### src/design/xmr_pkg.sv
// XMODEM receiver package: phase and opcode types, protocol characters
// and the CRC-16 byte update. No dependencies.
package xmr_pkg;

   typedef enum logic [2:0] {
      PH_IDLE   = 3'd0,
      PH_HEADER = 3'd1,
      PH_BLKNUM = 3'd2,
      PH_DATA   = 3'd3,
      PH_CHECK  = 3'd4
   } phase_type;

   typedef enum logic [1:0] {
      OP_START = 2'd0,
      OP_BYTE  = 2'd1,
      OP_ABORT = 2'd2
   } opcode_type;

   typedef enum logic [1:0] {
      ST_RUN   = 2'd0,
      ST_EOT   = 2'd1,
      ST_ABORT = 2'd2
   } status_type;

   localparam logic [7:0]  CH_SOH   = 8'h01;
   localparam logic [7:0]  CH_EOT   = 8'h04;
   localparam logic [7:0]  CH_ACK   = 8'h06;
   localparam logic [7:0]  CH_NAK   = 8'h15;
   localparam logic [7:0]  CH_C     = 8'h43;
   localparam logic [15:0] CRC_POLY = 16'h1021;

   // CCITT CRC-16, MSB first, one byte
   function automatic logic [15:0] crc_update(input logic [15:0] crc,
                                              input logic [7:0]  data);
      logic [15:0] c;
      c = crc ^ {data, 8'h00};
      for (int k = 0; k < 8; k++) begin
         if (c[15]) begin
            c = {c[14:0], 1'b0} ^ CRC_POLY;
         end else begin
            c = {c[14:0], 1'b0};
         end
      end
      return c;
   endfunction

endpackage

### src/design/xmodem_packet_receiver_top.sv
// XMODEM packet receiver: one received event per word, one result word each.
// Depends on xmr_pkg (types, characters, CRC update).
//
// Usage:
//   req_ channel carries one event per word: opcode (start, byte, abort) and
//   the received serial byte. rsp_ channel returns exactly one word per event:
//   reply byte to transmit, tentative payload byte, packet done/good flags and
//   transfer status. csr_ channel writes crc_mode (1 = CRC-16, 0 = checksum);
//   csr_ready is always high, write it only while the block is idle.
// Timing:
//   An accepted event is held in an input register, then all protocol work
//   (phase update, CRC or sum of one byte, check compare) runs combinationally
//   into the result register. rsp_valid rises when the word moves from the
//   input register into the result register. The byte CRC is combinational.
//   Throughput is one word per cycle while no result is held by rsp_stall.
// Reset:
//   Synchronous, active high. Phase goes idle, counters and checks clear,
//   crc_mode returns to CRC-16, both pipeline registers empty.
// Stall:
//   While rsp_stall holds a result, the input register fills and then
//   req_stall rises; no word is lost or repeated.
module xmodem_packet_receiver_top #(
   parameter int PACKET_BYTES = 128
) (
   input  logic       clock,
   input  logic       reset,
   input  logic       req_valid,
   output logic       req_stall,
   input  logic [1:0] req_opcode,
   input  logic [7:0] req_rx_byte,
   output logic       rsp_valid,
   input  logic       rsp_stall,
   output logic       rsp_send_valid,
   output logic [7:0] rsp_send_byte,
   output logic       rsp_data_valid,
   output logic [7:0] rsp_data_byte,
   output logic       rsp_packet_done,
   output logic       rsp_packet_good,
   output logic [1:0] rsp_transfer_status,
   input  logic       csr_valid,
   output logic       csr_ready,
   input  logic       csr_data
);

   localparam int CNT_W = $clog2(PACKET_BYTES);
   localparam logic [CNT_W-1:0] LAST_CNT = CNT_W'(PACKET_BYTES - 1);

   logic                crc_mode_ff;
   logic                in_valid_ff;
   logic [1:0]          in_opcode_ff;
   logic [7:0]          in_byte_ff;
   logic                advance;

   xmr_pkg::phase_type  phase_ff, phase_in;
   logic                hdr_idx_ff, hdr_idx_in;
   logic [CNT_W-1:0]    count_ff, count_in;
   logic [15:0]         calc_ff, calc_in;
   logic [7:0]          rcv_hi_ff, rcv_hi_in;

   logic                rsp_valid_ff;
   logic                send_valid_ff, send_valid_in;
   logic [7:0]          send_byte_ff, send_byte_in;
   logic                data_valid_ff, data_valid_in;
   logic [7:0]          data_byte_ff, data_byte_in;
   logic                done_ff, done_in;
   logic                good_ff, good_in;
   xmr_pkg::status_type status_ff, status_in;
   logic                match;

   assign csr_ready = 1'b1;
   assign advance   = !rsp_valid_ff || !rsp_stall;
   assign req_stall = in_valid_ff && !advance;

   always_ff @(posedge clock) begin
      if (reset) begin
         crc_mode_ff <= 1'b1;
      end else if (csr_valid && csr_ready) begin
         crc_mode_ff <= csr_data;
      end
   end

   // input register
   always_ff @(posedge clock) begin
      if (reset) begin
         in_valid_ff <= 1'b0;
      end else if (!req_stall) begin
         in_valid_ff <= req_valid;
      end
   end

   always_ff @(posedge clock) begin
      if (!req_stall && req_valid) begin
         in_opcode_ff <= req_opcode;
         in_byte_ff   <= req_rx_byte;
      end
   end

   always_comb begin
      if (crc_mode_ff) begin
         match = ({rcv_hi_ff, in_byte_ff} == calc_ff);
      end else begin
         match = (in_byte_ff == calc_ff[7:0]);
      end
   end

   always_comb begin
      phase_in      = phase_ff;
      hdr_idx_in    = hdr_idx_ff;
      count_in      = count_ff;
      calc_in       = calc_ff;
      rcv_hi_in     = rcv_hi_ff;
      send_valid_in = 1'b0;
      send_byte_in  = 8'h00;
      data_valid_in = 1'b0;
      data_byte_in  = 8'h00;
      done_in       = 1'b0;
      good_in       = 1'b0;
      status_in     = xmr_pkg::ST_RUN;
      case (xmr_pkg::opcode_type'(in_opcode_ff))
         xmr_pkg::OP_START: begin
            send_valid_in = 1'b1;
            send_byte_in  = crc_mode_ff ? xmr_pkg::CH_C : xmr_pkg::CH_NAK;
            phase_in      = xmr_pkg::PH_HEADER;
            hdr_idx_in    = 1'b0;
            count_in      = '0;
            calc_in       = '0;
            rcv_hi_in     = '0;
         end
         xmr_pkg::OP_ABORT: begin
            phase_in   = xmr_pkg::PH_IDLE;
            hdr_idx_in = 1'b0;
            status_in  = xmr_pkg::ST_ABORT;
         end
         xmr_pkg::OP_BYTE: begin
            case (phase_ff)
               xmr_pkg::PH_HEADER: begin
                  if (in_byte_ff == xmr_pkg::CH_SOH) begin
                     phase_in   = xmr_pkg::PH_BLKNUM;
                     hdr_idx_in = 1'b0;
                  end else if (in_byte_ff == xmr_pkg::CH_EOT) begin
                     send_valid_in = 1'b1;
                     send_byte_in  = xmr_pkg::CH_ACK;
                     status_in     = xmr_pkg::ST_EOT;
                     phase_in      = xmr_pkg::PH_IDLE;
                  end
               end
               xmr_pkg::PH_BLKNUM: begin
                  // skip block number and its complement
                  if (!hdr_idx_ff) begin
                     hdr_idx_in = 1'b1;
                  end else begin
                     hdr_idx_in = 1'b0;
                     count_in   = '0;
                     calc_in    = '0;
                     rcv_hi_in  = '0;
                     phase_in   = xmr_pkg::PH_DATA;
                  end
               end
               xmr_pkg::PH_DATA: begin
                  data_valid_in = 1'b1;
                  data_byte_in  = in_byte_ff;
                  if (crc_mode_ff) begin
                     calc_in = xmr_pkg::crc_update(calc_ff, in_byte_ff);
                  end else begin
                     calc_in = calc_ff + {8'h00, in_byte_ff};
                  end
                  if (count_ff == LAST_CNT) begin
                     count_in   = '0;
                     hdr_idx_in = 1'b0;
                     phase_in   = xmr_pkg::PH_CHECK;
                  end else begin
                     count_in = count_ff + 1'b1;
                  end
               end
               xmr_pkg::PH_CHECK: begin
                  if (crc_mode_ff && !hdr_idx_ff) begin
                     rcv_hi_in  = in_byte_ff;
                     hdr_idx_in = 1'b1;
                  end else begin
                     done_in       = 1'b1;
                     good_in       = match;
                     send_valid_in = 1'b1;
                     send_byte_in  = match ? xmr_pkg::CH_ACK : xmr_pkg::CH_NAK;
                     hdr_idx_in    = 1'b0;
                     phase_in      = xmr_pkg::PH_HEADER;
                  end
               end
               default: begin
               end
            endcase
         end
         default: begin
         end
      endcase
   end

   // protocol state advances as the word moves into the result register
   always_ff @(posedge clock) begin
      if (reset) begin
         phase_ff   <= xmr_pkg::PH_IDLE;
         hdr_idx_ff <= 1'b0;
         count_ff   <= '0;
         calc_ff    <= '0;
         rcv_hi_ff  <= '0;
      end else if (in_valid_ff && advance) begin
         phase_ff   <= phase_in;
         hdr_idx_ff <= hdr_idx_in;
         count_ff   <= count_in;
         calc_ff    <= calc_in;
         rcv_hi_ff  <= rcv_hi_in;
      end
   end

   always_ff @(posedge clock) begin
      if (reset) begin
         rsp_valid_ff <= 1'b0;
      end else if (advance) begin
         rsp_valid_ff <= in_valid_ff;
      end
   end

   always_ff @(posedge clock) begin
      if (in_valid_ff && advance) begin
         send_valid_ff <= send_valid_in;
         send_byte_ff  <= send_byte_in;
         data_valid_ff <= data_valid_in;
         data_byte_ff  <= data_byte_in;
         done_ff       <= done_in;
         good_ff       <= good_in;
         status_ff     <= status_in;
      end
   end

   assign rsp_valid           = rsp_valid_ff;
   assign rsp_send_valid      = send_valid_ff;
   assign rsp_send_byte       = send_byte_ff;
   assign rsp_data_valid      = data_valid_ff;
   assign rsp_data_byte       = data_byte_ff;
   assign rsp_packet_done     = done_ff;
   assign rsp_packet_good     = good_ff;
   assign rsp_transfer_status = status_ff;

`ifndef SYNTHESIS
   a_done_replies: assert property (@(posedge clock) disable iff (reset)
      rsp_valid_ff && done_ff |-> send_valid_ff)
      else $error("packet end without reply byte");

   a_good_in_packet: assert property (@(posedge clock) disable iff (reset)
      rsp_valid_ff && good_ff |-> done_ff)
      else $error("packet_good outside packet end");

   a_data_alone: assert property (@(posedge clock) disable iff (reset)
      rsp_valid_ff && data_valid_ff |-> !send_valid_ff && status_ff == xmr_pkg::ST_RUN)
      else $error("payload word carries reply or status");

   a_abort_idles: assert property (@(posedge clock) disable iff (reset)
      in_valid_ff && advance && in_opcode_ff == xmr_pkg::OP_ABORT
      |=> phase_ff == xmr_pkg::PH_IDLE)
      else $error("abort did not return to idle");

   a_stall_holds_state: assert property (@(posedge clock) disable iff (reset)
      !advance |=> $stable(phase_ff) && $stable(calc_ff))
      else $error("state moved while result stalled");
`endif

endmodule

### config.mk
export PLATFORM = sky130hd
export DESIGN_NAME = xmodem_packet_receiver_top
export DESIGN_NICKNAME = d
export VERILOG_FILES = /design/src/design/xmr_pkg.sv /design/src/design/xmodem_packet_receiver_top.sv
export SDC_FILE = /design/constraint.sdc
export NUM_CORES = 1
export LEC_CHECK = 0
export BUFFER_PORTS_ARGS = -buffer_cell sky130_fd_sc_hd__buf_2
export CORE_MARGIN = 2
export CORE_UTILIZATION = 50
export DETAILED_ROUTE_END_ITERATION = 10
export PLACE_DENSITY_LB_ADDON = 0.12
export REMOVE_ABC_BUFFERS = 1
export SLEW_MARGIN = 15
export SYNTH_ARGS = -nofsm -noshare
export SYNTH_HDL_FRONTEND = slang
export SYNTH_SLANG_ARGS = --single-unit
### constraint.sdc
create_clock -name clock -period 2.35 [get_ports clock]
set_clock_uncertainty 0.2 [all_clocks]
set_input_delay 0.1175 -clock clock [delete_from_list [all_inputs] [get_ports clock]]
set_output_delay 0.1175 -clock clock [all_outputs]
set_load 0.02 [all_outputs]
==> run_results.csv, run 1 <==
group,metric,value,unit
drt,routed_wl,9850,um
placement,place_hpwl,6870,um
yosys,netlist_instances,386,
yosys,async_reset_ff_frac,0,
timing,setup_viol,1,
setup_path,critPathRequiredTime,2.43,ns
global_route,first_global_vias,3146,
floorplan,die_area,8300,um^2
timing,period_share,1.02,
placement,dp_slack,-0.146,ns
cells_and_area,final_util,0.653,
setup_path,crit_type,"flip-flop to flip-flop",
clock_tree,clk_path_buf_depth,2,
drt,wl_per_cell,16.9,um
yosys,seq_area_frac_synth,0.430,
clock_tree,htree_levels,3,
timing,fin_ws,-0.0452,ns
floorplan,fp.dieW,91.1,um
setup_path,worstSetupStartpoint,"in_byte_ff[0]",
pwr,p_leak,1.96,nW
drt,ant_nets,0,
outcome,outcome,"finished with violations",
global_route,grt_pass1_wl,15700,um
drt,vias,3234,
setup_path,arrival,2.48,ns
clock_tree,cts-root-buf,"clkbuf_8",
pwr,ir_drop,0.000280,V
pwr,power.total,2.60,mW
drt,via_per_inst,5.56,
setup_path,reg2reg_depth,9,
outcome,violations,"setup timing",
pwr,power_density,545,nW/um^2
clock_tree,cts_buffers,9,
global_route,grt_max_degree,28,
hold_path,hold_path_class,"input port to flip-flop",
yosys,synth_top_cell_by_area,"edfxtp_1",
global_route,grt.overflow.total,0,
yosys,synth_ff_type,"dfxtp_1",
clock_tree,clkSlewWorstSetupHoldPaths,0.08,ns
timing,tns,-0.0452,ns
timing,hold_viol_final,0,
setup_path,timing.rr.start,"in_byte_ff[0]",
drt,drt-pass1-iter-count,5,
placement,gp_congestion,0.848,
yosys,ys_warn_count,0,
cells_and_area,diodes,0,
drt,drc,0,
yosys,synth_edf_count,29,
global_route,antenna_found_initial,0,
floorplan,core,7290,um^2
timing,finalCriticalPeriod,2.40,ns
yosys,synth.avg_cell_area,9.82,um^2
cells_and_area,nFillCells,629,
global_route,grt_util_all_layers,0.243,
floorplan,std_cell_rows,31,
floorplan,start_util,0.520,
run,maxCapViolations,0,
setup_path,rrSetupSlack,-0.05,ns
cells_and_area,drive_gt1_frac,0.267,
yosys,syn_area,3790,um^2
clock_tree,clock-sinks,67,
yosys,ys_top_cells_by_count,"38 x dfxtp_1, 37 x nor2_1, 29 x edfxtp_1, 28 x nand2_1, 25 x xnor2_1",
setup_path,end_kind,"flip-flop",
timing,max_freq,417,MHz
floorplan,ios,41,
yosys,post-synth-top-count-cell,"dfxtp_1",
floorplan,die_y,91.1,um
placement,port_buffers,36,
drt,drtIter0Drc,287,
cells_and_area,syn2layout_area_growth,25.5,%
yosys,synth_cell_types,68,
yosys,synth_area_leaders,"edfxtp_1 23%, dfxtp_1 20%, xnor2_1 5.8%",
yosys,synth_top_area_frac,0.230,
timing,rsz0062_at_grt,"yes",
setup_path,cp-endpoint,"calc_ff[12]",
yosys,synth-seq-cells,67,
setup_path,start_kind,"flip-flop",
clock_tree,clock_latency,0.36,ns
timing,final-max-slew-violation-count,0,
clock_tree,cts_tree,"done",
cells_and_area,finalNetCount,508,
setup_path,critPathMaxFanout,5,
hold_path,hold_depth,2,
setup_path,reg2reg_to,"calc_ff[12]",
[metrics by stage]
step           cell area (um^2)  cells  hold WS (ns)
3_3_place_gp               4260    539        0.0939
3_5_place_dp               4260    539        0.0956
6_report                   4760    582         0.269
5_1_grt                    4760    582         0.266
2_1_floorplan              3670    366       -0.0134
4_1_cts                    4690    576         0.263
[repair_timing]
item | in CTS | in global routing
hold buffers | 16 | 0
cloned | 0 | 0
pin swaps | 5 | 7
setup endpoints to repair | 8 | 32
resized for setup | 10 | 9
setup buffers | 5 | 6
endpoints found under the hold margin | 20 | 0
[layer usage]
layer,track usage,vias to the layer above,share of wire
li1,-,1570,-
met4,0.0909,0,0.023
met5,0,-,0
met3,0.0631,25,0.063
met2,0.388,122,0.47
met1,0.319,1517,0.45
[where the power goes]
group | switching, mW | internal, mW | total (mW)
sequential | 0.0197 | 1.24 | 1.26
clock | 0.514 | 0.508 | 1.02
combinational | 0.175 | 0.135 | 0.310
[sequential cells by signal (all words and copies together) (netlist names)]
signal and cells:
calc_ff 16, in_byte_ff 8, rcv_hi_ff 8, rsp_data_byte 8, count_ff 7, rsp_send_byte 5, phase_ff 3, in_opcode_ff 2
rsp_transfer_status 2, crc_mode_ff 1, hdr_idx_ff 1, in_valid_ff 1, rsp_data_valid 1, rsp_packet_done 1, rsp_packet_good 1, rsp_send_valid 1
rsp_valid 1
[kinds of logic (layout without fill, tap and decap cells)]
logic type	count (synthesis)	in the layout	synth area share
flip-flops	67	67	0.430
AND/OR/NAND/NOR	133	133	0.188
adder cells (fa/ha/maj)	14	14	0.0482
other	2	4	0.00198
XOR/XNOR	40	40	0.104
AO/OA/AOI/OAI	93	93	0.171
buffers and inverters	33	128	0.0455
multiplexers	4	4	0.0106
[worst max-delay path: stages (launching register included)]
cell,delay [ns]
edfxtp_1,0.37
ha_2,0.19
inv_2,0.04
fa_2,0.33
and2b_1,0.22
o31a_1,0.16
o221a_4,0.23
nand2_2,0.05
or4_1,0.41
a31oi_1,0.13
[worst min path at each step]
stage,start,end,slack (ns)
after global routing,req_rx_byte[2],in_byte_ff[2],0.27
after global placement,req_rx_byte[5],in_byte_ff[5],0.09
after detailed placement,req_rx_byte[4],in_byte_ff[4],0.1
after floorplan,reset,calc_ff[6],-0.01
final,req_rx_byte[2],in_byte_ff[2],0.27
after CTS,req_rx_byte[1],in_byte_ff[1],0.26
[area by class of cell]
type	count	area, um^2	share of cell area
clock inverter	7	82.6	0.0174
clock buffer	9	124	0.0260
timing repair buffer	101	708	0.149
multi-input combinational	288	2050	0.430
sequential	67	1630	0.343
inverter	11	41.3	0.00868
tap	99	124	0.0260
[cell usage in the layout (no fill, tap or decap), types with 6 or more instances in the layout]
cell type and n:
buf_2 36, nor2b_1 6, dfxtp_1 38, dlygate4sd3_1 16
xor2_1 10, ha_1 11, xnor2_1 25, nand3_1 10
clkbuf_8 9, nor3_1 7, nor2_1 37, inv_1 9
buf_4 49, a211oi_1 6, edfxtp_1 29, a21oi_1 15
o21ai_0 16, a22oi_1 11, and2_1 12, nand2_1 25
Power figures use the tool's default switching activity.
==> inputs of run 2 (changes only) <==
==> constraint.sdc (replaced) <==
create_clock -name clock -period 2.35 [get_ports clock]
set_clock_uncertainty 0.2 [all_clocks]
set_input_delay 0.235 -clock clock [delete_from_list [all_inputs] [get_ports clock]]
set_output_delay 0.235 -clock clock [all_outputs]
set_load 0.02 [all_outputs]
==> run_results.csv, run 2 (synthesis results as in run 1) <==
group,metric,value,unit
outcome,outcome,"finished with violations",
outcome,violations,"setup timing",
pwr,ir_drop,0.000302,V
floorplan,ios,41,
global_route,antenna_found_initial,0,
setup_path,slowest_stage,"or4_1",
clock_tree,cts_tree,"done",
setup_path,path_buf_inv,1,
global_route,first_global_vias,3016,
timing,setup_viol,1,
run,maxCapViolations,0,
cells_and_area,largest_reg_flops,16,
global_route,grt_pass1_wl,15500,um
floorplan,fp.dieW,91.1,um
setup_path,critPathRequiredTime,2.44,ns
cells_and_area,drive_gt1_frac,0.262,
cells_and_area,diodes,0,
cells_and_area,finalNetCount,503,
timing,max_freq,417,MHz
timing,tns,-0.0459,ns
drt,via_per_inst,5.55,
floorplan,start_util,0.520,
global_route,grt_max_degree,28,
placement,port_buffers,36,
global_route,grt.overflow.total,0,
timing,holdWs,0.288,ns
drt,wl_per_cell,16.7,um
clock_tree,clock-sinks,67,
timing,finalCriticalPeriod,2.40,ns
setup_path,end_kind,"flip-flop",
clock_tree,htree_levels,3,
placement,place_hpwl,6860,um
floorplan,core,7290,um^2
setup_path,critical_path.cell_chain,"ha_2 > inv_2 > fa_2 > and2b_1 > o31a_1 > o221a_4 > nand2_1 > or4_1 > a31oi_1",
clock_tree,cts_buffers,9,
hold_path,hold_path_class,"flip-flop to flip-flop",
placement,dp_slack,-0.139,ns
floorplan,die_y,91.1,um
setup_path,critPathMaxFanout,5,
drt,ant_nets,0,
drt,drtIter0Drc,176,
clock_tree,clock_latency,0.36,ns
floorplan,die_area,8300,um^2
timing,fin_ws,-0.0459,ns
drt,drt-pass1-iter-count,4,
cells_and_area,largest-register,"calc_ff",
pwr,p_leak,1.94,nW
floorplan,std_cell_rows,31,
drt,vias,3201,
timing,rsz0062_at_grt,"yes",
timing,hold_viol_final,0,
drt,routed_wl,9640,um
setup_path,start_kind,"flip-flop",
setup_path,arrival,2.48,ns
global_route,grt_util_all_layers,0.238,
setup_path,path_delay_family,"simple AND/OR/NAND/NOR gates",
clock_tree,clkSlewWorstSetupHoldPaths,0.09,ns
cells_and_area,mostFrequentLayoutCell,"buf_4",
clock_tree,cts-root-buf,"clkbuf_8",
timing,final-max-slew-violation-count,0,
cells_and_area,syn2layout_area_growth,24.9,%
setup_path,crit_type,"flip-flop to flip-flop",
drt,drc,0,
cells_and_area,final_cell_mix,"45 x buf_4, 38 x dfxtp_1, 37 x nor2_1",
setup_path,slowest_delay,0.40,ns
placement,gp_congestion,0.866,
timing,period_share,1.02,
pwr,power_density,549,nW/um^2
clock_tree,clk_path_buf_depth,2,
[run 2: cell count changes in the layout (fill, tap and decap cells not counted), moves of 2 or more]
cell and delta:
nand2_1 +2, buf_4 -4, o21ai_1 -3, o21ai_0 +3, nand2_2 -2
[run 2: final timing paths]
kind / start / endpoint / slack (ns) / depth (start not counted)
worst max-delay path: in_byte_ff[0] / calc_ff[12] / -0.05 / 9
worst min-delay path: count_ff[6] / count_ff[6] / 0.29 / 2
worst max register to register: in_byte_ff[0] / calc_ff[12] / -0.05 / 9
worst min register to register: count_ff[6] / count_ff[6] / 0.29 / 2
[run 2: repair_timing]
| action | 4_1_cts | 5_1_grt |
|---|---|---|
| hold buffers | 15 | 0 |
| endpoints found under the hold margin | 15 | 0 |
| pin swaps | 5 | 9 |
| buffers inserted | 3 | 2 |
| setup endpoints to repair | 4 | 30 |
| resized for setup | 4 | 13 |
[run 2: layout make-up]
| cell class | instances | area [um^2] |
|---|---|---|
| tap | 99 | 124 |
| inverter | 11 | 41.3 |
| clock buffer | 9 | 124 |
| multi-input combinational | 288 | 2060 |
| clock inverter | 7 | 82.6 |
| sequential | 67 | 1630 |
| timing repair buffer | 96 | 668 |
| fill | 629 | 2560 |
[run 2: metal layers]
metal	vias up	GRT usage	wire length [um]
met5	-	0	0
met4	0	0.0568	76
met3	7	0.0415	527
met2	96	0.383	4630
met1	1540	0.336	4400
li1	1558	-	-
[run 2: tightest hold or removal path, stage by stage, from the launching register on]
cell and delay, ns:
dfxtp_1 0.34, a41oi_1 0.05, nor2_1 0.07
[run 2: through the flow]
stage,util,instances,area [um^2],power [mW]
after floorplan,-,366,3670,1.44
after global placement,0.586,541,4270,1.56
after detailed placement,0.586,541,4270,1.56
after CTS,0.640,575,4670,2.58
after global routing,0.649,577,4740,2.68
final,0.649,577,4740,2.60
[run 2: report_power, final]
part           internal (mW)  total (mW)  leakage [nW]  switching [mW]
registers               1.24        1.26         0.581          0.0205
logic                  0.133       0.304          1.26           0.172
clock network          0.507        1.03        0.0984           0.524
total                   1.88        2.60          1.94           0.716
